--- src/rtl/ckgl_pkg.sv ---
// ----------------------------------------------------------------------------
// ckgl_pkg: shared types and constants
// Token carried down the key cell chain, register indexes, default sizes.
// ----------------------------------------------------------------------------
package ckgl_pkg;

  localparam int MAX_KEYS_DEF = 16;
  localparam int POS_BITS_DEF = 12;

  localparam int POS_W   = 16;
  localparam int TIME_W  = 16;
  localparam int PROD_W  = 32;
  localparam int CH_W    = 8;
  localparam int COLOR_W = 24;
  localparam int NUM_W   = 24;
  localparam int CFG_IDX_W = 2;

  localparam logic OP_LOAD  = 1'b0;
  localparam logic OP_QUERY = 1'b1;

  localparam logic [CFG_IDX_W-1:0] REG_BAR_WIDTH = 2'd0;
  localparam logic [CFG_IDX_W-1:0] REG_KEY_COUNT = 2'd1;

  typedef struct packed {
    logic               vld;
    logic               hit;
    logic [POS_W-1:0]   x;
    logic [POS_W-1:0]   seg_start;
    logic [POS_W-1:0]   seg_end;
    logic [COLOR_W-1:0] col_a;
    logic [COLOR_W-1:0] col_b;
  } tok_t;

endpackage

--- src/rtl/ckgl_interp.sv ---
// ----------------------------------------------------------------------------
// ckgl_interp: segment interpolator
// Multiplies each channel delta by the pixel offset, then divides by the
// segment span with three bit-serial restoring dividers (floor semantics).
// ----------------------------------------------------------------------------
module ckgl_interp (
  input  logic                         clk,
  input  logic                         rst_n,
  input  ckgl_pkg::tok_t               tok,
  output logic                         done,
  output logic [ckgl_pkg::COLOR_W-1:0] color,
  output logic                         hit
);

  localparam logic [1:0] ST_IDLE = 2'd0;
  localparam logic [1:0] ST_MUL  = 2'd1;
  localparam logic [1:0] ST_DIV  = 2'd2;
  localparam logic [1:0] ST_FIN  = 2'd3;

  logic [1:0]                    state_r, state_nxt;
  logic [4:0]                    cnt_r;
  logic                          done_r, hit_r;
  logic [ckgl_pkg::POS_W-1:0]    dx_r, span_r;
  logic [ckgl_pkg::CH_W-1:0]     cs_r  [3];
  logic [ckgl_pkg::CH_W-1:0]     mag_r [3];
  logic                          neg_r [3];
  logic [ckgl_pkg::NUM_W-1:0]    num_r [3];
  logic [ckgl_pkg::NUM_W-1:0]    quo_r [3];
  logic [ckgl_pkg::POS_W:0]      rem_r [3];
  logic [ckgl_pkg::COLOR_W-1:0]  color_r;

  always_comb begin
    state_nxt = state_r;
    unique case (state_r)
      ST_IDLE: if (tok.vld) begin
        if (!tok.hit || tok.x == tok.seg_start || tok.seg_end <= tok.seg_start) begin
          state_nxt = ST_IDLE;
        end else begin
          state_nxt = ST_MUL;
        end
      end
      ST_MUL:  state_nxt = ST_DIV;
      ST_DIV:  if (cnt_r == 5'(ckgl_pkg::NUM_W - 1)) state_nxt = ST_FIN;
      ST_FIN:  state_nxt = ST_IDLE;
      default: state_nxt = ST_IDLE;
    endcase
  end

  always_ff @(posedge clk) begin
    if (!rst_n) begin
      state_r <= ST_IDLE;
      done_r  <= 1'b0;
    end else begin
      state_r <= state_nxt;
      done_r  <= (state_r == ST_FIN) ||
                 (state_r == ST_IDLE && tok.vld && state_nxt == ST_IDLE);
    end
  end

  always_ff @(posedge clk) begin
    logic [ckgl_pkg::POS_W:0]   rsh;
    logic [ckgl_pkg::NUM_W-1:0] adj;
    logic [ckgl_pkg::NUM_W:0]   v;
    case (state_r)
      ST_IDLE: begin
        cnt_r  <= '0;
        hit_r  <= tok.hit;
        dx_r   <= tok.x - tok.seg_start;
        span_r <= tok.seg_end - tok.seg_start;
        color_r <= tok.hit ? tok.col_a : '0;
        for (int c = 0; c < 3; c++) begin
          cs_r[c]  <= tok.col_a[c*8 +: 8];
          neg_r[c] <= tok.col_b[c*8 +: 8] < tok.col_a[c*8 +: 8];
          mag_r[c] <= (tok.col_b[c*8 +: 8] < tok.col_a[c*8 +: 8]) ?
                      tok.col_a[c*8 +: 8] - tok.col_b[c*8 +: 8] :
                      tok.col_b[c*8 +: 8] - tok.col_a[c*8 +: 8];
        end
      end
      ST_MUL: begin
        for (int c = 0; c < 3; c++) begin
          num_r[c] <= ckgl_pkg::NUM_W'(mag_r[c]) * ckgl_pkg::NUM_W'(dx_r);
          rem_r[c] <= '0;
          quo_r[c] <= '0;
        end
      end
      ST_DIV: begin
        cnt_r <= cnt_r + 5'd1;
        for (int c = 0; c < 3; c++) begin
          rsh = {rem_r[c][ckgl_pkg::POS_W-1:0], num_r[c][ckgl_pkg::NUM_W-1]};
          num_r[c] <= {num_r[c][ckgl_pkg::NUM_W-2:0], 1'b0};
          if (rsh >= {1'b0, span_r}) begin
            rem_r[c] <= rsh - {1'b0, span_r};
            quo_r[c] <= {quo_r[c][ckgl_pkg::NUM_W-2:0], 1'b1};
          end else begin
            rem_r[c] <= rsh;
            quo_r[c] <= {quo_r[c][ckgl_pkg::NUM_W-2:0], 1'b0};
          end
        end
      end
      ST_FIN: begin
        for (int c = 0; c < 3; c++) begin
          adj = quo_r[c] + ckgl_pkg::NUM_W'(neg_r[c] && (rem_r[c] != '0));
          if (neg_r[c]) begin
            color_r[c*8 +: 8] <= (adj > ckgl_pkg::NUM_W'(cs_r[c])) ? 8'd0 :
                                 cs_r[c] - adj[7:0];
          end else begin
            v = ckgl_pkg::NUM_W'(cs_r[c]) + {1'b0, adj};
            color_r[c*8 +: 8] <= (v > 25'd255) ? 8'd255 : v[7:0];
          end
        end
      end
      default: cnt_r <= '0;
    endcase
  end

  assign done  = done_r;
  assign color = color_r;
  assign hit   = hit_r;

endmodule

--- config.mk ---
export PLATFORM = sky130hd
export DESIGN_NAME = ckgl_interp
export DESIGN_NICKNAME = d
export VERILOG_FILES = /design/src/rtl/ckgl_pkg.sv /design/src/rtl/ckgl_interp.sv
export SDC_FILE = /design/constraint.sdc
export NUM_CORES = 2
export LEC_CHECK = 0
export BUFFER_PORTS_ARGS = -buffer_cell sky130_fd_sc_hd__buf_2
export CAP_MARGIN = 20
export CORE_AREA = 2 2 244 246
export DETAILED_ROUTE_END_ITERATION = 16
export DIE_AREA = 0 0 246 248
export HOLD_SLACK_MARGIN = 0.1
export PLACE_DENSITY = 0.8
export SYNTH_ARGS = -nofsm -noshare
export SYNTH_HDL_FRONTEND = slang
export SYNTH_SLANG_ARGS = --single-unit
--- constraint.sdc ---
create_clock -name clk -period 22.6 [get_ports clk]
set_input_delay 4.52 -clock clk [delete_from_list [all_inputs] [get_ports clk]]
set_output_delay 4.52 -clock clk [all_outputs]
set_load 0.01 [all_outputs]
==> out/qor.csv <==
metric;value;unit
gpl congestion;0.908;
clk buf depth;3;
critical path's slowest cell;or4b_2;
post-CTS setup buffers;0;
DRT iter0 DRCs;2036;
most frequent CP cell;o21ai_0;
CP startpoint kind;input pin;
Post-synth ARST share;0;
Pre-antenna DRT Iters;7;
CTS tree;done;
Worst setup EP type;flip-flop;
dominant synthesized flop cell;edfxtp_1;
largest net degree at the start of global routing;176;
Synth cell types;86;
grt ovf;0;
Slew @ Worst Pin;1100;ps
fin crit period;7140;ps
IO Port Bufs;125;
Syn Area/Cell;9.14;sq um
WHS Path Cells;2;
vias in the first global route;27300;
Mapped Nets;4516;
CTS root buffer;clkbuf_16;
hold path startpoint;num_r[0][8]$_DFFE_PP_;
Critical Path Source;tok[66];
Layout area overhead;7.10;%
initial antenna violation count;3;
Vias/cell;5.91;
Worst-path clk slew;60;ps
Num CTS Buffers;38;
Final Hold Vio Count;0;
post-synthesis sequential area ratio;0.267;
R2R Setup Slk;16470;ps
CTS H-tree lvls;2;
count of state elements after synthesis;311;
met1 GRT Util;0.365;
max-slew violations;0;
global-route wire length before repair;137;mm
share of post-route cells with drive strength above 1;0.0683;
period utilisation layout;0.316;
RR Endpoint;num_r[0][71]$_DFFE_PP_;
drt wl/cell;17.9;um
RSZ-0062 raised after global routing;false;
skew final;27.5;ps
Post-Synthesis Cells;3811;
die height;248;um
RR Startpoint;dx_r[4]$_DFFE_PP_;
worst skew pair latency;580;ps
Initial Utilization;0.596;
grt met2 use;0.469;
met3 GRT Util;0.0354;
Final #Nets;4544;
Area contributors post-synth;edfxtp_1, fa_1, ha_1;
worst-path fanout max;4;
Max-slew headroom;0.267;
R2R cell count;16;
DPL Wire Length;61.3;mm
status;finished, final reports clean;
Sum Neg Setup Slack;0;ps
post-route ant nets;0;
hold path endpoint;num_r[0][9]$_DFFE_PP_;
Syn Std Cell Area;34800;sq um
# clock sinks;311;
via count;27400;
# fillers;4832;
setup violators final;0;
Crit Path Class;input pin to flip-flop;
CP Cell Sequence;buf_2 > inv_1 > ha_1 > nor2b_1 > o21ai_0 > a21boi_0 > o21ai_0 > a21boi_0 > o21ai_0 > a21oi_1 > o41ai_1 > or4b_2 > o211ai_1;
hold_buf cts;0;
Total GRT Usage;0.277;
cell taking the most area after synthesis;edfxtp_1;
post-synth top area share;0.265;
total die area;61000;sq um
post_cts resized;0;
IO Count;126;
crit path DAT;7540;ps
FMAX;140;MHz
EDFF count, synth;307;
worst endpoint required time;23000;ps
die span in x;246;um
max cap viols;0;
final WL;83.1;mm
count of unresolved DRC violations after routing;0;
YS warnings;0;
Hold WC Path Type;flip-flop to flip-flop;
# rows;89;
critical path's largest stage delay;630;ps
most used routing layer;met2;
Core ar.;58500;sq um
## routing by layer
| metal | vias to the layer above | wire length [um] |
|---|---|---|
| met5 | - | 24 |
| met2 | 806 | 39700 |
| met4 | 4 | 2810 |
| met3 | 175 | 4730 |
| met1 | 13400 | 35900 |
| li1 | 13100 | - |
## through the flow
step	area [sq um]	utilization	hold slack, ps	cells	setup slack [ps]
2_1_floorplan	34800	-	476	3811	15350
3_3_place_gp	36000	0.616	506	4570	14870
3_5_place_dp	36000	0.616	515	4570	14890
4_1_cts	37300	0.638	532	4639	15430
5_1_grt	37300	0.638	549	4642	15280
6_report	37300	0.638	529	4642	15460
## worst max-delay path by stage
| stage | depth (start not counted) | end | slack [ps] |
|---|---|---|---|
| 3_5_place_dp | 13 | mag_r[0][13]$_DFFE_PP_ | 14890 |
| 5_1_grt | 13 | dx_r[14]$_DFFE_PP_ | 15280 |
| 6_report | 13 | dx_r[14]$_DFFE_PP_ | 15460 |
| 4_1_cts | 13 | mag_r[0][13]$_DFFE_PP_ | 15430 |
| 3_3_place_gp | 13 | mag_r[0][13]$_DFFE_PP_ | 14870 |
| 2_1_floorplan | 3 | color[0]$_DFFE_PP_ | 15350 |
## cell type report
type | count | area, sq um | share of cell area
Multi-Input combinational cell | 2854 | 23100 | 0.620
Timing Repair Buffer | 151 | 837 | 0.0224
Antenna cell | 1 | 2.50 | 0.0000671
Inverter | 483 | 1810 | 0.0486
Tap cell | 773 | 967 | 0.0259
Clock buffer | 49 | 1020 | 0.0274
Clock inverter | 20 | 248 | 0.00664
Sequential cell | 311 | 9300 | 0.249
## sequential cells by signal, indices dropped and copies added (netlist names)
name and flops:
mag_r 24, quo_r 72, hit 1, done 1
dx_r 16, cnt_r 5, span_r 16, cs_r 24
rem_r 51, color 24, state_r 2, num_r 72
neg_r 3
## synth_stat cells, drive strengths merged, types with 54 or more instances
library cell and instances:
xnor2 140, nor2 184, xor2 89, clkbuf 144, a21o 58, ha 336
nor3 66, o21ai 196, and2 240, inv 483, edfxtp 307, nand2 444
nand3 70, fa 269, nor2b 54, a21oi 152, nand4 60
## critical path: cells and delay by family
family	cells	cell delay [ps]
adder cells (fa/ha/maj)	1	340
AO/OA/AOI/OAI	8	1770
AND/OR/NAND/NOR	2	780
buffers and inverters	2	130
## layout by cell type, fill, tap and decap left out, drive strengths merged, types with 23 or more instances in the layout
cell type and count:
nor2 184, nor2b 54, ha 336, nand2 444
buf 151, edfxtp 307, a21o 58, inv 484
and2 240, o31ai 26, o21ai 196, a21oi 152
nor4 36, and3 30, nand2b 32, a31oi 24
clkbuf 49, o21bai 23, nand3 70, xnor2 140
nor3 66, nand4 60, xor2 89, mux2 24
fa 269
## cell families (layout without fill, tap and decap cells)
family	Yosys count	count (layout)	share of synthesized area
compound gates	697	697	0.131
xor+xnor	229	229	0.0576
fa+ha+maj	605	605	0.275
buf+inv	646	703	0.0702
flops	311	311	0.267
mux	39	39	0.0121
other cells	0	1	0
simple gates	1284	1284	0.186
Power is left out: the tool's default activity adds up to more than one toggle a clock period on the data nets, which glitch-free logic cannot reach.
