**src/rtl/ckgl_pkg.sv**
```systemverilog
// ----------------------------------------------------------------------------
// ckgl_pkg: shared types and constants
// Token carried down the key cell chain, register indexes, default sizes.
// ----------------------------------------------------------------------------
package ckgl_pkg;

  localparam int MAX_KEYS_DEF = 16;
  localparam int POS_BITS_DEF = 12;

  localparam int POS_W   = 16;
  localparam int TIME_W  = 16;
  localparam int PROD_W  = 32;
  localparam int CH_W    = 8;
  localparam int COLOR_W = 24;
  localparam int NUM_W   = 24;
  localparam int CFG_IDX_W = 2;

  localparam logic OP_LOAD  = 1'b0;
  localparam logic OP_QUERY = 1'b1;

  localparam logic [CFG_IDX_W-1:0] REG_BAR_WIDTH = 2'd0;
  localparam logic [CFG_IDX_W-1:0] REG_KEY_COUNT = 2'd1;

  typedef struct packed {
    logic               vld;
    logic               hit;
    logic [POS_W-1:0]   x;
    logic [POS_W-1:0]   seg_start;
    logic [POS_W-1:0]   seg_end;
    logic [COLOR_W-1:0] col_a;
    logic [COLOR_W-1:0] col_b;
  } tok_t;

endpackage

```
**src/rtl/ckgl_cell.sv**
```systemverilog
// ----------------------------------------------------------------------------
// ckgl_cell: one color key slot
// Holds one key, tests the pair it forms with its right neighbor against the
// passing query token and hands the token on one cell per cycle.
// ----------------------------------------------------------------------------
module ckgl_cell #(
  parameter int IDX      = 0,
  parameter int MAX_KEYS = ckgl_pkg::MAX_KEYS_DEF
) (
  input  logic                          clk,
  input  logic                          rst_n,
  input  logic                          wr_en,
  input  logic [ckgl_pkg::TIME_W-1:0]   wr_time,
  input  logic [ckgl_pkg::COLOR_W-1:0]  wr_color,
  input  logic [ckgl_pkg::POS_W-1:0]    bar_w,
  input  logic [4:0]                    key_count,
  input  logic [ckgl_pkg::PROD_W-1:0]   nbr_prod,
  input  logic [ckgl_pkg::COLOR_W-1:0]  nbr_color,
  input  ckgl_pkg::tok_t                tok_in,
  output ckgl_pkg::tok_t                tok_out,
  output logic [ckgl_pkg::PROD_W-1:0]   my_prod,
  output logic [ckgl_pkg::COLOR_W-1:0]  my_color
);

  logic [ckgl_pkg::TIME_W-1:0]  time_r;
  logic [ckgl_pkg::COLOR_W-1:0] color_r;
  ckgl_pkg::tok_t               tok_r, tok_nxt;
  logic [ckgl_pkg::PROD_W-1:0]  xs;
  logic                         pair_ok, match;

  always_ff @(posedge clk) begin
    if (wr_en) begin
      time_r  <= wr_time;
      color_r <= wr_color;
    end
  end

  assign my_prod  = ckgl_pkg::PROD_W'(time_r) * ckgl_pkg::PROD_W'(bar_w);
  assign my_color = color_r;
  assign xs       = {tok_in.x, 16'h0000};
  assign pair_ok  = ((IDX + 1) < MAX_KEYS) && ((IDX + 1) < int'(key_count));
  assign match    = tok_in.vld && pair_ok && (my_prod <= xs) && (xs < nbr_prod);

  always_comb begin
    tok_nxt = tok_in;
    if (match) begin
      tok_nxt.hit       = 1'b1;
      tok_nxt.seg_start = my_prod[31:16];
      tok_nxt.seg_end   = nbr_prod[31:16];
      tok_nxt.col_a     = color_r;
      tok_nxt.col_b     = nbr_color;
    end
  end

  always_ff @(posedge clk) begin
    if (!rst_n) begin
      tok_r.vld <= 1'b0;
    end else begin
      tok_r.vld <= tok_nxt.vld;
    end
    tok_r.hit       <= tok_nxt.hit;
    tok_r.x         <= tok_nxt.x;
    tok_r.seg_start <= tok_nxt.seg_start;
    tok_r.seg_end   <= tok_nxt.seg_end;
    tok_r.col_a     <= tok_nxt.col_a;
    tok_r.col_b     <= tok_nxt.col_b;
  end

  assign tok_out = tok_r;

endmodule

```
**config.mk**
```make
export PLATFORM = sky130hd
export DESIGN_NAME = ckgl_cell
export DESIGN_NICKNAME = d
export VERILOG_FILES = /design/src/rtl/ckgl_pkg.sv /design/src/rtl/ckgl_cell.sv
export SDC_FILE = /design/constraint.sdc
export NUM_CORES = 1
export LEC_CHECK = 0
export BUFFER_PORTS_ARGS = -buffer_cell sky130_fd_sc_hd__buf_4
export CAP_MARGIN = 20
export CORE_ASPECT_RATIO = 0.7
export CORE_UTILIZATION = 40
export DETAILED_ROUTE_END_ITERATION = 8
export PLACE_DENSITY_LB_ADDON = 0.3
export SYNTH_ARGS = -nofsm -noshare
export SYNTH_HDL_FRONTEND = slang
export SYNTH_SLANG_ARGS = --single-unit
export TNS_END_PERCENT = 10
```
**constraint.sdc**
```tcl
create_clock -name clk -period 24.8 [get_ports clk]
set_input_delay 4.96 -clock clk [delete_from_list [all_inputs] [get_ports clk]]
set_output_delay 4.96 -clock clk [all_outputs]
set_load 0.01 [all_outputs]
```
==> impl_metrics.prom, run 1 <==
# TYPE chip_impl_metric gauge
chip_impl_info{name="critical_path.cell_chain",value="buf_4, and2_1, fa_1, inv_1, fa_1, fa_1, fa_1, inv_1, fa_1, inv_1, fa_1, inv_1, ha_1, nand2_1, a21oi_1, o31ai_1, a311oi_1, nand3_1, nor4_1, nor3b_1, xnor2_1, buf_4"} 1
chip_impl_info{name="grt_setup_unrepaired",value="no"} 1
chip_impl_info{name="worstSetupEndpoint",value="my_prod[24]"} 1
chip_impl_metric{name="cp_data_arrival_time",unit="ns"} 11.35
chip_impl_metric{name="floorplan.initialDensity",unit=""} 0.4058
chip_impl_metric{name="finalSetupTns",unit="ns"} 0
chip_impl_metric{name="via_per_inst",unit=""} 5.006
chip_impl_info{name="critical_path.most_common_cell",value="fa_1"} 1
chip_impl_metric{name="wl",unit="um"} 41560
chip_impl_metric{name="cts_max_path_buffers",unit=""} 2
chip_impl_info{name="synth-main-ff-cell",value="dfxtp_1"} 1
chip_impl_metric{name="worst_slack",unit="ns"} 8.495
chip_impl_metric{name="max_slew_margin",unit=""} 0.4130
chip_impl_metric{name="detailed_place.area",unit="um2"} 16710
chip_impl_metric{name="ys_ff_latch",unit=""} 138
chip_impl_metric{name="drt_first_pass_iters",unit=""} 7
chip_impl_metric{name="grt_max_degree",unit=""} 64
chip_impl_metric{name="achievable-frequency",unit="MHz"} 61.33
chip_impl_info{name="worst_r2r_startpoint",value="time_r[10]"} 1
chip_impl_info{name="worstSetupStartpointType",value="input pin"} 1
chip_impl_metric{name="r2r_setup_slack",unit="ns"} 13.63
chip_impl_metric{name="detail_route.drc_violations",unit=""} 0
chip_impl_metric{name="placement_rows",unit=""} 56
chip_impl_info{name="timing.critical_path.slowest_stage_cell",value="a311oi_1"} 1
chip_impl_metric{name="grt_overflow",unit=""} 0
chip_impl_info{name="startpoint",value="bar_w[4]"} 1
chip_impl_metric{name="cp.depth",unit=""} 22
chip_impl_metric{name="setup-violations-final",unit=""} 0
chip_impl_metric{name="r2r.worst_path.cells",unit=""} 30
chip_impl_metric{name="source_to_sink_clock_delay_at_the_later_pin_of_the_worst_skew_pair",unit="ns"} 0.43
chip_impl_metric{name="num_vias",unit=""} 10703
chip_impl_metric{name="ctsHoldBuffers",unit=""} 0
chip_impl_metric{name="hold_viol",unit=""} 0
chip_impl_metric{name="grt_pass1_vias",unit=""} 11182
chip_impl_metric{name="coreArea",unit="um2"} 33490
chip_impl_metric{name="critical_path.max_fanout",unit=""} 16
chip_impl_info{name="tritoncts",value="built"} 1
chip_impl_metric{name="worst_setup_hold_path_clk_slew",unit="ns"} 0.07
chip_impl_metric{name="area.growth.synth_to_final",unit="%"} 27.38
chip_impl_metric{name="netlist_area",unit="um2"} 13590
chip_impl_metric{name="area_of_the_multi_input_gates",unit="um2"} 9178
chip_impl_metric{name="cts_post_setup_buffers_inserted",unit=""} 0
chip_impl_metric{name="critical-path-max-stage-delay",unit="ns"} 0.71
chip_impl_metric{name="grt_antenna_before_repair",unit=""} 2
chip_impl_metric{name="worst_ep_required_time",unit="ns"} 19.84
chip_impl_metric{name="fraction_of_final_layout_cells_sized_beyond_drive_strength_1",unit=""} 0.2761
chip_impl_info{name="crit_path_end_kind",value="output port"} 1
chip_impl_metric{name="average_wire_length_per_cell_after_detail_routing",unit="um"} 19.44
chip_impl_metric{name="synth_edf_count",unit=""} 40
chip_impl_metric{name="num_clock_sinks",unit=""} 138
chip_impl_metric{name="cp_num_buf_inv",unit=""} 6
chip_impl_metric{name="regArea",unit="um2"} 3163
chip_impl_metric{name="grt_util_all_layers",unit=""} 0.2459
chip_impl_metric{name="cts-htree-levels",unit=""} 4
chip_impl_metric{name="detail-route-antenna-nets",unit=""} 0
chip_impl_metric{name="placement.io_buffers",unit=""} 370
chip_impl_info{name="min_from",value="my_color[9]"} 1
chip_impl_info{name="status",value="complete, no violations"} 1
chip_impl_metric{name="syn-num-nets",unit=""} 1889
chip_impl_info{name="cts_root_buffer",value="clkbuf_16"} 1
chip_impl_metric{name="synth_seq_area_share",unit=""} 0.2327
chip_impl_metric{name="io_pins",unit=""} 372
chip_impl_metric{name="drt_iter0_markers",unit=""} 647
chip_impl_metric{name="post_synth_inst_count",unit=""} 1341
chip_impl_metric{name="dieHeight",unit="um"} 156.2
chip_impl_metric{name="asyncSetResetFlopFracSynth",unit=""} 0
chip_impl_metric{name="design.die.area",unit="um2"} 34730
chip_impl_metric{name="final_max_slew_viol_count",unit=""} 0
chip_impl_metric{name="worst_clock_skew",unit="ns"} 0.01207
chip_impl_info{name="critical-path-top-delay-family",value="adder cells"} 1
chip_impl_metric{name="finalCritPeriodShare",unit=""} 0.6575
chip_impl_metric{name="syn_avg_cell_area",unit="um2"} 10.13
chip_impl_metric{name="synth.yosys.warnings",unit=""} 0
chip_impl_metric{name="die_x",unit="um"} 222.3
chip_impl_metric{name="fillers",unit=""} 3090
chip_impl_metric{name="worst_slew_pin_slew",unit="ns"} 0.8746
chip_impl_metric{name="cts_bufs_inserted",unit=""} 17
chip_impl_metric{name="design_area",unit="um2"} 17310
chip_impl_metric{name="dp_hpwl",unit="um"} 34450
chip_impl_metric{name="cts_resized",unit=""} 0
chip_impl_info{name="path_class",value="input pin to output port"} 1
chip_impl_metric{name="final_estimated_routing_congestion_in_global_placement",unit=""} 0.9072
chip_impl_metric{name="maxCapViolations",unit=""} 0
chip_impl_metric{name="final_net_count",unit=""} 2237
chip_impl_metric{name="grt_first_pass_wirelength",unit="um"} 63690
chip_impl_metric{name="final_period_minus_worst_setup_slack",unit="ns"} 16.31
chip_impl_metric{name="detailedPlace.worstSlack",unit="ns"} 8.617
chip_impl_info{name="worst_hold_path_type",value="flop to flop"} 1
chip_impl_info{name="reg2reg_to",value="tok_out[36]"} 1
chip_impl_metric{name="post_synth_cell_types",unit=""} 52
## worst min path at each step
stage | cells past startpoint | end
6_report | 1 | tok_out[33]
5_1_grt | 1 | tok_out[44]
4_1_cts | 1 | tok_out[33]
3_5_place_dp | 1 | tok_out[33]
3_3_place_gp | 1 | tok_out[33]
2_1_floorplan | 1 | tok_out[45]
## sequential cells by signal, indices dropped and copies added, names as in the netlist
name	cells
time_r	16
tok_out	98
my_color	24
## Yosys cell counts, drive strengths merged, types with 7 or more instances
master | n | share of area
fa | 194 | 0.29
mux2 | 80 | 0.066
nor2b | 7 | 0.0032
buf | 8 | 0.0066
inv | 272 | 0.075
o21ai | 16 | 0.0059
xor2 | 12 | 0.0077
nor3 | 7 | 0.0029
edfxtp | 40 | 0.088
a21oi | 28 | 0.010
nand2 | 154 | 0.043
nand4 | 7 | 0.0032
and2 | 123 | 0.057
nor4 | 8 | 0.0037
nand3 | 7 | 0.0026
clkbuf | 37 | 0.010
dfxtp | 98 | 0.14
ha | 136 | 0.13
xnor2 | 17 | 0.011
a21o | 18 | 0.0099
nor2 | 13 | 0.0036
## layout by cell type (no fill, tap or decap), drive strengths merged, types with 3 or more instances in the layout
cell type and count:
buf 373, inv 279, fa 194, nand2 154
ha 136, and2 123, dfxtp 98, mux2 80
edfxtp 40, a21oi 28, clkbuf 19, a21o 18
xnor2 17, o21ai 16, nor2 13, xor2 12
nor4 8, nand4 7, nand3 7, nor2b 7
nor3 7, o21bai 6, o21a 5, or4 5
nor3b 3, and3 3, a31oi 3, nand2b 3
clkinv 3, o41ai 3
## stage by stage
| step | hold WS (ns) | utilization | instances |
|---|---|---|---|
| floorplan | 0.5341 | - | 1341 |
| detailed placement | 0.4893 | 0.4988 | 2104 |
| CTS | 0.5059 | 0.5164 | 2136 |
| global placement | 0.4848 | 0.4988 | 2104 |
| finish | 0.5038 | 0.5169 | 2138 |
| global route | 0.5194 | 0.5168 | 2137 |
## kinds of logic (layout without fill, tap and decap cells)
family,count (synthesis),in the layout,synth area share
and+or+nand+nor,350,350,0.1316
adders and majority gates,330,330,0.4110
buffers and inverters,317,678,0.09197
DFF,138,138,0.2327
AOI/OAI and AO/OA,97,97,0.04778
muxes,80,80,0.06629
xor gates and xnor gates,29,29,0.01869
other,0,1,0
## layout make-up
| cell class | instances | area share |
|---|---|---|
| Multi-Input combinational cell | 886 | 0.5301 |
| Sequential cell | 138 | 0.1827 |
| Timing Repair Buffer | 374 | 0.1625 |
| Inverter | 272 | 0.05898 |
| Tap cell | 435 | 0.03144 |
| Clock buffer | 19 | 0.02501 |
| Clock inverter | 13 | 0.009107 |
| Antenna cell | 1 | 0.0001446 |
## per-layer routing
metal	up-vias	track usage	wire length (um)
li1	4904	-	-
met1	5376	0.3267	18380
met2	366	0.3938	19130
met3	57	0.05220	2725
met4	0	0.09425	1330
met5	-	0	0
Power of run 1 is left out: the tool's default activity adds up to more than one toggle a clock period on the data nets, which glitch-free logic cannot reach.
==> inputs of run 2 (changes only) <==
==> constraint.sdc (replaced) <==
create_clock -name clk -period 15.9 [get_ports clk]
set_input_delay 3.18 -clock clk [delete_from_list [all_inputs] [get_ports clk]]
set_output_delay 3.18 -clock clk [all_outputs]
set_load 0.01 [all_outputs]
==> run 2 against run 1 <==
Compared with the run above:
- first-iteration DRC count is 14% lower
- core utilization is 0.052 points lower
- die area stayed put
- largest cell class unchanged
==> impl_metrics.prom, run 2 (synthesized netlist as in run 1, its figures left out) <==
# TYPE chip_impl_metric gauge
chip_impl_info{name="status",value="complete, no violations"} 1
chip_impl_metric{name="average_wire_length_per_cell_after_detail_routing",unit="um"} 19.66
chip_impl_metric{name="detail_route.drc_violations",unit=""} 0
chip_impl_metric{name="largest_reg_flops",unit=""} 98
chip_impl_metric{name="final_net_count",unit=""} 2235
chip_impl_metric{name="via_per_inst",unit=""} 4.992
chip_impl_metric{name="floorplan.initialDensity",unit=""} 0.4058
chip_impl_metric{name="cp_num_buf_inv",unit=""} 6
chip_impl_metric{name="area.growth.synth_to_final",unit="%"} 27.25
chip_impl_metric{name="maxCapViolations",unit=""} 0
chip_impl_metric{name="cts_bufs_inserted",unit=""} 17
chip_impl_metric{name="final_period_minus_worst_setup_slack",unit="ns"} 13.05
chip_impl_metric{name="dp_hpwl",unit="um"} 34800
chip_impl_metric{name="final_max_slew_viol_count",unit=""} 0
chip_impl_metric{name="drt_iter0_markers",unit=""} 557
chip_impl_info{name="grt_setup_unrepaired",value="no"} 1
chip_impl_metric{name="grt_max_degree",unit=""} 41
chip_impl_metric{name="wl",unit="um"} 41970
chip_impl_metric{name="die_x",unit="um"} 222.3
chip_impl_metric{name="worst_ep_required_time",unit="ns"} 16.20
chip_impl_info{name="worst_hold_path_type",value="flop to flop"} 1
chip_impl_metric{name="setup-violations-final",unit=""} 0
chip_impl_metric{name="layout.core_utilization",unit=""} 0.5164
chip_impl_metric{name="finalCritPeriodShare",unit=""} 0.8206
chip_impl_info{name="path_class",value="input pin to flop"} 1
chip_impl_metric{name="achievable-frequency",unit="MHz"} 76.64
chip_impl_metric{name="worst_setup_hold_path_clk_slew",unit="ns"} 0.07
chip_impl_metric{name="hold_viol",unit=""} 0
chip_impl_metric{name="worst_slack",unit="ns"} 2.852
chip_impl_metric{name="cp_data_arrival_time",unit="ns"} 13.35
chip_impl_metric{name="grt_antenna_before_repair",unit=""} 0
chip_impl_metric{name="critical-path-max-stage-delay",unit="ns"} 0.70
chip_impl_metric{name="placement.io_buffers",unit=""} 370
chip_impl_metric{name="fraction_of_final_layout_cells_sized_beyond_drive_strength_1",unit=""} 0.2771
chip_impl_metric{name="finalSetupTns",unit="ns"} 0
chip_impl_metric{name="grt_pass1_vias",unit=""} 11206
chip_impl_metric{name="cts-htree-levels",unit=""} 4
chip_impl_metric{name="ctsHoldBuffers",unit=""} 0
chip_impl_metric{name="num_antenna_cells",unit=""} 0
chip_impl_info{name="cts_root_buffer",value="clkbuf_16"} 1
chip_impl_info{name="layout.cells.most_common",value="buf_4"} 1
chip_impl_metric{name="r2r_setup_slack",unit="ns"} 4.90
chip_impl_metric{name="coreArea",unit="um2"} 33490
chip_impl_info{name="critical-path-top-delay-family",value="adder cells"} 1
chip_impl_metric{name="cts_max_path_buffers",unit=""} 2
chip_impl_metric{name="design.die.area",unit="um2"} 34730
chip_impl_info{name="critical_path.most_common_cell",value="fa_1"} 1
chip_impl_metric{name="max_slew_margin",unit=""} 0.1674
chip_impl_metric{name="grt_first_pass_wirelength",unit="um"} 64060
chip_impl_metric{name="placement_rows",unit=""} 56
chip_impl_metric{name="detailedPlace.worstSlack",unit="ns"} 2.591
chip_impl_metric{name="cts_resized",unit=""} 0
chip_impl_metric{name="final_estimated_routing_congestion_in_global_placement",unit=""} 0.9234
chip_impl_info{name="worstSetupStartpointType",value="input pin"} 1
chip_impl_metric{name="cts_post_setup_buffers_inserted",unit=""} 0
chip_impl_metric{name="dieHeight",unit="um"} 156.2
chip_impl_metric{name="hold_slack",unit="ns"} 0.4961
chip_impl_metric{name="worst_slew_pin_slew",unit="ns"} 1.217
chip_impl_metric{name="num_clock_sinks",unit=""} 138
chip_impl_metric{name="worst_clock_skew",unit="ns"} 0.01155
chip_impl_metric{name="grt_overflow",unit=""} 0
chip_impl_metric{name="grt_util_all_layers",unit=""} 0.2472
chip_impl_metric{name="detail-route-antenna-nets",unit=""} 0
chip_impl_metric{name="drt_first_pass_iters",unit=""} 4
chip_impl_metric{name="source_to_sink_clock_delay_at_the_later_pin_of_the_worst_skew_pair",unit="ns"} 0.43
chip_impl_metric{name="critical_path.max_fanout",unit=""} 40
chip_impl_info{name="tritoncts",value="built"} 1
chip_impl_metric{name="io_pins",unit=""} 372
chip_impl_info{name="crit_path_end_kind",value="flop"} 1
chip_impl_info{name="mostFrequentLayoutCells",value="372 x buf_4, 272 x inv_1, 194 x fa_1"} 1
chip_impl_info{name="timing.critical_path.slowest_stage_cell",value="o41ai_4"} 1
chip_impl_metric{name="num_vias",unit=""} 10657
## run 2: cell count changes in the layout (fill, tap and decap cells not counted), sizes merged
cell	delta
buf	-1
bufinv	-1
clkbuf	-2
clkinv	+1
diode	-1
dlymetal6s2s	-1
inv	+2
## run 2: final cells by class
type                    instances  area [um2]
clock buffers                  17       425.4
repair buffers                372        2793
clock inverters                15       170.2
flip-flops and latches        138        3163
fillers                      3059       16200
inverters                     272        1021
multi-input cells             886        9178
well taps                     435       544.3
## run 2: worst paths after layout
path / end / start / depth (start not counted)
hold reg to reg: tok_out[46] / my_color[22] / 1
setup / recovery: tok_out[7] / bar_w[4] / 31
setup reg to reg: tok_out[7] / time_r[13] / 30
hold / removal: tok_out[46] / my_color[22] / 1
## run 2: per-stage QoR
step,std cells,cell area [um2]
CTS,2135,17290
global route,2135,17290
detailed placement,2103,16700
floorplan,1341,13590
global placement,2103,16700
finish,2135,17290
## run 2: metal layers
layer | GRT usage | wire length, um
met5 | 0 | 0
met4 | 0.08102 | 1104
met3 | 0.05783 | 2745
met2 | 0.4057 | 19730
met1 | 0.3222 | 18380
Power of run 2 is left out for the same reason.
